`src/design/epr_pkg.sv`:
```
// Package: item types, register indexes and constants for the echo pulse ranger.
`timescale 1ns / 1ps

package epr_pkg;

    localparam int COUNTER_BITS_DEF = 16;
    localparam int CAPTURE_W        = 16;
    localparam int SCALE_W          = 12;
    localparam int DIST_W           = 28;
    localparam int TIMEOUT_W        = 8;
    localparam int CFG_IDX_W        = 2;
    localparam int CFG_DATA_W       = 28;

    localparam logic [SCALE_W-1:0]   SCALE_RST   = 12'd1360;
    localparam logic [DIST_W-1:0]    MAX_RNG_RST = 28'd6000000;
    localparam logic [TIMEOUT_W-1:0] TIMEOUT_RST = 8'd20;
    localparam logic [TIMEOUT_W-1:0] MISS_MAX    = 8'd255;

    typedef enum logic [CFG_IDX_W-1:0] {
        CFG_SCALE   = 2'd0,
        CFG_MAX_RNG = 2'd1,
        CFG_TIMEOUT = 2'd2
    } t_cfg_idx;

    localparam logic OP_TICK    = 1'b0;
    localparam logic OP_CAPTURE = 1'b1;

    typedef struct packed {
        logic                 opcode;
        logic [CAPTURE_W-1:0] capture_count;
    } t_in_item;

    typedef struct packed {
        logic              published;
        logic [DIST_W-1:0] distance_um;
        logic              trigger;
    } t_out_item;

endpackage

```
`src/design/echo_pulse_ranger.sv`:
```
// Top level: echo capture pairing, poll tick handling and result register.
// A poll tick's result goes from the input register to the result register; a held result can stall it between them.
// Throughput: one item per cycle; a tick waits while a result is held, a capture does not.
// Path: input register, one 16x12 multiply and range compare, result register.
// Reset (synchronous, active low): expect rising edge, no reading, miss count 0,
// registers at 1360 um/count, 6000000 um range, 20 tick timeout.
`timescale 1ns / 1ps

module echo_pulse_ranger #(
    parameter int COUNTER_BITS = epr_pkg::COUNTER_BITS_DEF
) (
    input  logic                           i_clk,
    input  logic                           i_rst_n,
    input  logic                           i_in_valid,
    output logic                           o_in_ready,
    input  epr_pkg::t_in_item              i_in_item,
    output logic                           o_out_valid,
    input  logic                           i_out_ready,
    output epr_pkg::t_out_item             o_out_item,
    input  logic                           i_cfg_valid,
    output logic                           o_cfg_ready,
    input  logic [epr_pkg::CFG_IDX_W-1:0]  i_cfg_index,
    input  logic [epr_pkg::CFG_DATA_W-1:0] i_cfg_data
);

    logic [epr_pkg::SCALE_W-1:0]   r_scale;
    logic [epr_pkg::DIST_W-1:0]    r_max_range;
    logic [epr_pkg::TIMEOUT_W-1:0] r_timeout;

    logic                          r_in_valid;
    epr_pkg::t_in_item             r_in;
    logic                          r_out_valid;
    epr_pkg::t_out_item            r_out;

    logic                          r_expect_rising, n_expect_rising;
    logic                          r_reading_done, n_reading_done;
    logic [COUNTER_BITS-1:0]       r_start_count, n_start_count;
    logic [COUNTER_BITS-1:0]       r_end_count, n_end_count;
    logic [epr_pkg::TIMEOUT_W-1:0] r_miss_ticks, n_miss_ticks;
    epr_pkg::t_out_item            n_out;

    logic                          adv;
    logic                          in_acc;
    logic [epr_pkg::DIST_W-1:0]    tick_dist;
    logic [epr_pkg::TIMEOUT_W-1:0] miss_inc;

    assign o_cfg_ready = 1'b1;
    assign adv = r_in_valid
        && (r_in.opcode == epr_pkg::OP_CAPTURE || !r_out_valid || i_out_ready);
    assign o_in_ready  = !r_in_valid || adv;
    assign in_acc      = i_in_valid && o_in_ready;
    assign o_out_valid = r_out_valid;
    assign o_out_item  = r_out;

    always_ff @(posedge i_clk) begin
        if (!i_rst_n) begin
            r_scale     <= epr_pkg::SCALE_RST;
            r_max_range <= epr_pkg::MAX_RNG_RST;
            r_timeout   <= epr_pkg::TIMEOUT_RST;
        end else if (i_cfg_valid) begin
            case (i_cfg_index)
                epr_pkg::CFG_SCALE:   r_scale     <= i_cfg_data[epr_pkg::SCALE_W-1:0];
                epr_pkg::CFG_MAX_RNG: r_max_range <= i_cfg_data[epr_pkg::DIST_W-1:0];
                epr_pkg::CFG_TIMEOUT: r_timeout   <= i_cfg_data[epr_pkg::TIMEOUT_W-1:0];
                default: ;
            endcase
        end
    end

    epr_dist #(
        .COUNTER_BITS (COUNTER_BITS)
    ) u_dist (
        .i_start_count (r_start_count),
        .i_end_count   (r_end_count),
        .i_scale       (r_scale),
        .i_max_range   (r_max_range),
        .o_distance_um (tick_dist)
    );

    always_comb begin
        n_expect_rising = r_expect_rising;
        n_reading_done  = r_reading_done;
        n_start_count   = r_start_count;
        n_end_count     = r_end_count;
        n_miss_ticks    = r_miss_ticks;
        n_out           = '0;
        miss_inc = (r_miss_ticks < epr_pkg::MISS_MAX) ? r_miss_ticks + 1'b1 : r_miss_ticks;
        if (r_in.opcode == epr_pkg::OP_CAPTURE) begin
            if (r_expect_rising) begin
                n_start_count   = COUNTER_BITS'(r_in.capture_count);
                n_expect_rising = 1'b0;
            end else begin
                n_end_count     = COUNTER_BITS'(r_in.capture_count);
                n_reading_done  = 1'b1;
                n_expect_rising = 1'b1;
                n_miss_ticks    = '0;
            end
        end else begin
            if (r_reading_done) begin
                n_out.published   = 1'b1;
                n_out.distance_um = tick_dist;
                n_out.trigger     = 1'b1;
                n_reading_done    = 1'b0;
                n_expect_rising   = 1'b1;
            end
            n_miss_ticks = miss_inc;
            if (miss_inc > r_timeout) begin
                n_reading_done  = 1'b0;
                n_expect_rising = 1'b1;
                n_out.trigger   = 1'b1;
                n_miss_ticks    = '0;
            end
        end
    end

    always_ff @(posedge i_clk) begin
        if (!i_rst_n) begin
            r_in_valid      <= 1'b0;
            r_out_valid     <= 1'b0;
            r_expect_rising <= 1'b1;
            r_reading_done  <= 1'b0;
            r_start_count   <= '0;
            r_end_count     <= '0;
            r_miss_ticks    <= '0;
        end else begin
            if (in_acc) begin
                r_in_valid <= 1'b1;
            end else if (adv) begin
                r_in_valid <= 1'b0;
            end
            if (adv) begin
                r_expect_rising <= n_expect_rising;
                r_reading_done  <= n_reading_done;
                r_start_count   <= n_start_count;
                r_end_count     <= n_end_count;
                r_miss_ticks    <= n_miss_ticks;
            end
            if (adv && r_in.opcode == epr_pkg::OP_TICK) begin
                r_out_valid <= 1'b1;
            end else if (i_out_ready) begin
                r_out_valid <= 1'b0;
            end
        end
    end

    always_ff @(posedge i_clk) begin
        if (in_acc) begin
            r_in <= i_in_item;
        end
        if (adv && r_in.opcode == epr_pkg::OP_TICK) begin
            r_out <= n_out;
        end
    end

    a_pub_trig : assert property (@(posedge i_clk) disable iff (!i_rst_n)
        r_out_valid && r_out.published |-> r_out.trigger)
        else $error("published result without trigger");

    a_idle_dist : assert property (@(posedge i_clk) disable iff (!i_rst_n)
        r_out_valid && !r_out.published |-> r_out.distance_um == '0)
        else $error("unpublished result carries a distance");

    a_in_range : assert property (@(posedge i_clk) disable iff (!i_rst_n)
        r_out_valid |-> r_out.distance_um <= r_max_range)
        else $error("distance above range limit");

    a_cap_no_out : assert property (@(posedge i_clk) disable iff (!i_rst_n)
        adv && r_in.opcode == epr_pkg::OP_CAPTURE && !r_out_valid |=> !r_out_valid)
        else $error("capture produced a result");

    a_tick_clears : assert property (@(posedge i_clk) disable iff (!i_rst_n)
        adv && r_in.opcode == epr_pkg::OP_TICK |=> !r_reading_done && r_expect_rising
            || !$past(r_reading_done) && $past(r_expect_rising) == r_expect_rising)
        else $error("tick left a reading pending");

endmodule

```
`src/design/epr_dist.sv`:
```
// Distance unit: wrapped pulse length times scale, zeroed above the range limit.
`timescale 1ns / 1ps

module epr_dist #(
    parameter int COUNTER_BITS = epr_pkg::COUNTER_BITS_DEF
) (
    input  logic [COUNTER_BITS-1:0]     i_start_count,
    input  logic [COUNTER_BITS-1:0]     i_end_count,
    input  logic [epr_pkg::SCALE_W-1:0] i_scale,
    input  logic [epr_pkg::DIST_W-1:0]  i_max_range,
    output logic [epr_pkg::DIST_W-1:0]  o_distance_um
);

    localparam int PROD_W = COUNTER_BITS + epr_pkg::SCALE_W;
    localparam int CMP_W  = (PROD_W > epr_pkg::DIST_W) ? PROD_W : epr_pkg::DIST_W;

    logic [COUNTER_BITS-1:0] len;
    logic [PROD_W-1:0]       prod;
    logic                    over;

    always_comb begin
        len  = i_end_count - i_start_count;
        prod = PROD_W'(len) * PROD_W'(i_scale);
        over = CMP_W'(prod) > CMP_W'(i_max_range);
        o_distance_um = over ? '0 : epr_pkg::DIST_W'(prod);
    end

endmodule
```
`config.mk`:
```
export PLATFORM = sky130hd
export DESIGN_NAME = echo_pulse_ranger
export DESIGN_NICKNAME = d
export VERILOG_FILES = /design/src/design/epr_pkg.sv /design/src/design/echo_pulse_ranger.sv /design/src/design/epr_dist.sv
export SDC_FILE = /design/constraint.sdc
export NUM_CORES = 1
export LEC_CHECK = 0
export BUFFER_PORTS_ARGS = -buffer_cell sky130_fd_sc_hd__buf_2
export CAP_MARGIN = 20
export CORE_AREA = 8 8 169 211
export CTS_BUF_LIST = sky130_fd_sc_hd__clkbuf_8
export DETAILED_ROUTE_END_ITERATION = 10
export DIE_AREA = 0 0 177 219
export GPL_TIMING_DRIVEN = 0
export HOLD_SLACK_MARGIN = 0.15
export PLACE_DENSITY = 0.66
export SYNTH_ARGS = -nofsm -noshare
export SYNTH_HDL_FRONTEND = slang
export SYNTH_SLANG_ARGS = --single-unit
```
`constraint.sdc`:
```
create_clock -name i_clk -period 10.1 [get_ports i_clk]
set_clock_uncertainty 0.1 [all_clocks]
set_input_delay 1.01 -clock i_clk [delete_from_list [all_inputs] [get_ports i_clk]]
set_output_delay 1.01 -clock i_clk [all_outputs]
set_load 0.05 [all_outputs]
```
After elaboration in Yosys (flattened, before gate mapping)

Cells that the tools add are included.

Add/subtract/negate cells: 2
Multiply operators: 1
$lt $le $gt $ge: 3
Equality and inequality tests: 3
Mux-type cells: 17
Bitwise logic cells: 3
Reductions and logical operators: 20

Operator list:

| cell                                                | number |
|---|---|
| two-way mux 8 bit                                   | 4 |
| two-way mux 30 bit                                  | 1 |
| > comparator 28 bit                                 | 1 |
| multiplier 16 x 12 -> 28 bit                        | 1 |
| two-way mux 28 bit                                  | 1 |
| subtractor 16 bit                                   | 1 |
| two-way mux 1 bit                                   | 11 |
| AND reduction 2 bit                                 | 5 |
| adder 8 x 1 -> 8 bit, second input constant         | 1 |
| > comparator 8 bit                                  | 1 |
| less-than comparator 8 bit, second input constant   | 1 |
| AND reduction 3 bit                                 | 2 |
| nonzero test 2 bit                                  | 2 |
| logical AND 1 bit                                   | 3 |
| logical OR 1 bit                                    | 3 |
| inverter 1 bit                                      | 3 |
| nonzero test 3 bit                                  | 1 |
| OR reduction 3 bit                                  | 1 |
| equality test 2 x 1 -> 1 bit, second input constant | 1 |
| equality test 2 bit, second input constant          | 1 |
| zero test 1 bit                                     | 2 |
| zero test 2 bit                                     | 1 |
| inequality test 2 bit, second input constant        | 1 |

Register bits: 139
Output and inout bits: 33
Word-level logic and storage cells: 64

Depth between registers and ports, before layout

Depth after elaboration: 7
Gate-level depth with buffers: 37
Gate-level depth less buffers: 34

By module

A second synthesis with hierarchy kept.

Cells, all modules: 1600
Area, all modules: 13975.9 um2

By module, submodules not included:

| module            | times used | cells an instance | area each (um2) | sequential area each (um2) |
|---|---|---|---|---|
| epr_dist          | 1          | 1059              | 8511.9          | 0.0 |
| echo_pulse_ranger | 1          | 541               | 5464.0          | 3253.1 |

Least setup slack after synthesis

No wires, ideal clock.

Path kind: register to register
Start: register r_end_count[0]
End: register r_out (netlist bit o_out_item[11]), data pin
Arrival time: 8121 ps
Required time: 9743 ps
Path slack: 1621 ps
Cell stages (with the launch flop): 35
Cells stage by stage: dfxtp_1 -> inv_1 -> ha_1 -> fa_1 -> nor2b_1 -> o2111ai_1 -> a21boi_1 -> a21oi_1 -> o21ai_0 -> xor2_1 -> buf_2 -> nand2_1 -> fa_1 -> inv_1 -> fa_1 -> fa_1 -> fa_1 -> inv_1 -> fa_1 -> inv_1 -> ha_1 -> clkbuf_1 -> a21o_1 -> a21o_1 -> or2_0 -> a221o_1 -> a41o_1 -> xor2_1 -> ha_1 -> nand4_1 -> nor4_1 -> a21oi_1 -> a31oi_1 -> buf_2 -> nor2b_1

Word-level cells in the longest chain between the ends: 4

Ends and longest elaborated chain:

| what                         | RTL line                 | RTL |
|---|---|---|
| start, declared              | echo_pulse_ranger.sv:38  | `logic [COUNTER_BITS-1:0] r_end_count, n_end_count;` |
| start signal, assigned       | echo_pulse_ranger.sv:135 | `r_end_count <= n_end_count;` |
| subtractor 16 bit            | epr_dist.sv:22           | `len = i_end_count - i_start_count;` |
| multiplier 16 x 12 -> 28 bit | epr_dist.sv:23           | `prod = PROD_W'(len) * PROD_W'(i_scale);` |
| named net u_dist.prod[24]    | epr_dist.sv:18           | `logic [PROD_W-1:0] prod;` |
| > comparator 28 bit          | epr_dist.sv:24           | `over = CMP_W'(prod) > CMP_W'(i_max_range);` |
| OR reduction 3 bit (no line) | n/a                      |  |
| end signal, assigned         | echo_pulse_ranger.sv:151 | `r_out <= n_out;` |
| end, declared                | echo_pulse_ranger.sv:33  | `epr_pkg::t_out_item r_out;` |

The timed path passes the listed nets, and every way through them passes these cells.
A chain may end at the register's enable or synchronous reset.

Worst setup path in the final report

Start: register r_end_count[0]
End: register r_out (netlist bit o_out_item[14]), data pin

Same word-level chain as after synthesis.

==> results by group <==
Synth
  • Most frequent cells after synthesis: nand2_1 (264), inv_1 (234), fa_1 (141)
  • Most used DFF post-synth: dfxtp_1
  • Post-synth top area share: 21.7%
  • Post-synth ARST share: 0%
  • Distinct cells, synth: 70
  • Syn Area/Cell: 8.77 sq um
  • Synth Cell Area: 13000 sq um
  • Synth top area cells: fa_1 (22%), dfxtp_1 (14%), ha_1 (11%)
  • Syn nets: 1793
  • Synth warn: 0
  • FF+latch count, synth: 139
  • Yosys top cell by area: fa_1
  • EDFF count, synth: 47
  • Top-count cell post-synth: nand2_1
  • Sequential fraction of the synthesis area: 25.0%
  • Synth Instances: 1482

Worst setup path
  • Most frequent CP cell: fa_1
  • Critical path peak fanout: 10
  • Crit. End Element: register
  • Crit path required time: 10.25 ns
  • WS Path Type: reg2reg
  • RR Startpoint: r_end_count[0]$_SDFFE_PN0P_
  • Depth of the worst register-to-register path: 36
  • Startpoint Class: register
  • CP max-delay cell: fa_1
  • CP Data Arrival Time: 9.73 ns
  • Reg2reg end: o_out_item[14]$_SDFFCE_PP0P_
  • Flop2flop setup slack: 0.53 ns
  • Largest stage delay, worst path: 0.57 ns

Global route
  • Global-route wire length before repair: 53.7 mm
  • Met3 Track Usage GR: 3.03%
  • Total GRT Usage: 17.6%
  • Met1 Use GR: 20.2%
  • Initial antenna violation count: 2
  • Overflow after GRT: 0
  • Vias in the first global route: 10700
  • Grt peak-use layer: met2
  • Largest net degree at the start of global routing: 36
  • GR Util met2: 31.3%

Floorplanning
  • Die area: 38800 sq um
  • Die height: 219 um
  • Rows: 74
  • Die Wd: 177 um
  • I/O pin count: 85
  • Starting Density: 40.2%
  • Core area: 32300 sq um

Route
  • Pre-antenna DRT Iters: 5
  • Post-Route WL: 33.2 mm
  • Routed Antenna Nets: 0
  • DR WL/cell: 16.5 um
  • Detailed Route Iter0 Violations: 490
  • Vias per std cell: 5.12
  • DR vias: 10300
  • DRC: 0

Power
  • Sequential share of power: 12.5%
  • Leak: 6.61 nW
  • Pint: 2.32 mW
  • Net Switching: 2.57 mW
  • Switching Share: 52.6%
  • Comb pwr share: 77.9%
  • Clock power share: 9.7%
  • PD cells: 339 nW/um^2
  • Max VDD drop: 0.000307 V

STA
  • WHS: 0.356 ns
  • Tcrit/Tclk final: 94.8%
  • TNS Setup: 0 ns
  • Worst slew pin tran: 0.820 ns
  • Max Freq: 104 MHz
  • Post-layout min period: 9.57 ns
  • Max Transition Viols Final: 0
  • Max transition margin: 45.4%
  • Setup Viol. Count Final: 0
  • Final hold violation count: 0

Finish
  • Area delta synth->final: 11.1%
  • # nets final: 1900
  • Fraction of layout cells with a size suffix above 1: 9.56%

CTS
  • Reg clk slew, reported paths: 0.08 ns
  • CTS sink count: 139
  • CTS root buf: clkbuf_8
  • Hold-fix buffers, CTS: 0
  • Max Root-Sink Buffers: 2
  • CTS tree: yes
  • Total CTS buffers: 17
  • # H-tree levels: 4
  • Clk_lat worst skew: 0.47 ns

Place
  • Dpl hpwl: 26.9 mm
  • Routability-driven placement congestion ratio: 0.891
  • Port Buffer Count: 83

Hold path
  • Hold Path Stages: 2
  • Hold Path End: r_start_count[14]$_SDFFE_PN0P_
  • Hold Path Origin: r_start_count[14]$_SDFFE_PN0P_
  • Worst hold path class: reg2reg

Outcome
  • Outcome: completed

Run
  • Max Cap Viol: 0
## power groups by stage
stage               clock network (mW)  registers [mW]  logic [mW]
floorplan                            0           0.631        2.75
global placement                     0           0.621        3.68
detailed placement                   0           0.622        3.75
CTS                              0.484           0.609        3.78
global route                     0.503           0.611        4.24
finish                           0.472           0.609        3.81
## sequential cells by signal, summed over array words and instances, names as in the netlist
name	flops
o_out_item	30
o_out_valid	1
r_end_count	16
r_expect_rising	1
r_in	17
r_in_valid	1
r_max_range	28
r_miss_ticks	8
r_reading_done	1
r_scale	12
r_start_count	16
r_timeout	8
## placed cells by master, fill, tap and decap left out, types with 5 or more instances in the layout
cell and count:
and2_1 73, a31oi_1 6, o21ai_0 24, dfxtp_1 92
nand3_1 14, a211oi_1 5, nand2_1 264, o21bai_1 5
and4_1 5, o211ai_1 13, ha_1 118, clkbuf_8 19
nor3_1 10, buf_2 90, and3_1 7, nand4_1 12
nand2b_1 18, fa_1 141, a21oi_1 100, nor2_1 43
o21a_1 11, inv_1 235, mux2i_1 6, a32oi_1 8
nor2b_1 44, buf_4 5, a21o_1 17, clkbuf_1 56
xor2_1 12, edfxtp_1 47, a21boi_0 12, xnor2_1 20
## metrics by stage
step	area (sq um)	utilization, %	total power [mW]	cells	setup WS (ns)
2_1_floorplan	13000	-	3.38	1482	1.62
3_3_place_gp	13900	43.1	4.30	1983	0.243
3_5_place_dp	14000	43.2	4.37	1985	0.146
4_1_cts	14400	44.5	4.87	2016	0.112
5_1_grt	14400	44.7	5.35	2020	-0.0134
6_report	14400	44.7	4.89	2020	0.528
## worst max-delay path by stage
stage,from,to
after floorplan,r_end_count[0]$_SDFFE_PN0P_,o_out_item[11]$_SDFFCE_PP0P_
after global placement,r_end_count[0]$_SDFFE_PN0P_,o_out_item[21]$_SDFFCE_PP0P_
after detailed placement,r_end_count[0]$_SDFFE_PN0P_,o_out_item[13]$_SDFFCE_PP0P_
after CTS,r_end_count[0]$_SDFFE_PN0P_,o_out_item[13]$_SDFFCE_PP0P_
after global routing,r_end_count[0]$_SDFFE_PN0P_,o_out_item[12]$_SDFFCE_PP0P_
final,r_end_count[0]$_SDFFE_PN0P_,o_out_item[14]$_SDFFCE_PP0P_
## kinds of logic after synthesis
logic type / share of synthesized area [%]
adders and majority gates: 33.1
buffers and inverters: 8.91
AOI/OAI and AO/OA: 11.7
DFF: 25.0
other: 0.0289
and+or+nand+nor: 18.3
xor gates and xnor gates: 2.22
muxes: 0.635
## area by class of cell
| type | instances | area, sq um |
|---|---|---|
| antenna | 1 | 2.50 |
| buffer | 68 | 280 |
| clock buffer | 19 | 262 |
| clock inverter | 12 | 136 |
| fill | 3205 | 17900 |
| inverter | 234 | 878 |
| multi-input combinational | 1041 | 8630 |
| sequential | 139 | 3250 |
| tap | 418 | 523 |
| timing repair buffer | 88 | 465 |
## worst max-delay path, delay by kind of cell (launching register included)
kind	cells	cell delay, ns
AO/OA/AOI/OAI	13	2.59
buffers and inverters	7	1.15
adder cells (fa/ha/maj)	9	3.68
XOR/XNOR	2	0.51
AND/OR/NAND/NOR	5	0.98
flip-flops	1	0.33
## routing by layer
| layer | wire [um] | share of wire, % | vias to the layer above |
|---|---|---|---|
| met5 | 0 | 0 | - |
| met4 | 1200 | 3.6 | 0 |
| met3 | 1560 | 4.7 | 84 |
| met2 | 17100 | 51 | 259 |
| met1 | 13400 | 40 | 5025 |
| li1 | - | - | 4976 |
## what timing repair did
item	in CTS	in global routing
endpoints found under the setup margin	0	28
gates resized for setup	0	6
setup buffers	0	3
Note: power is estimated with default switching activity, not from simulation.
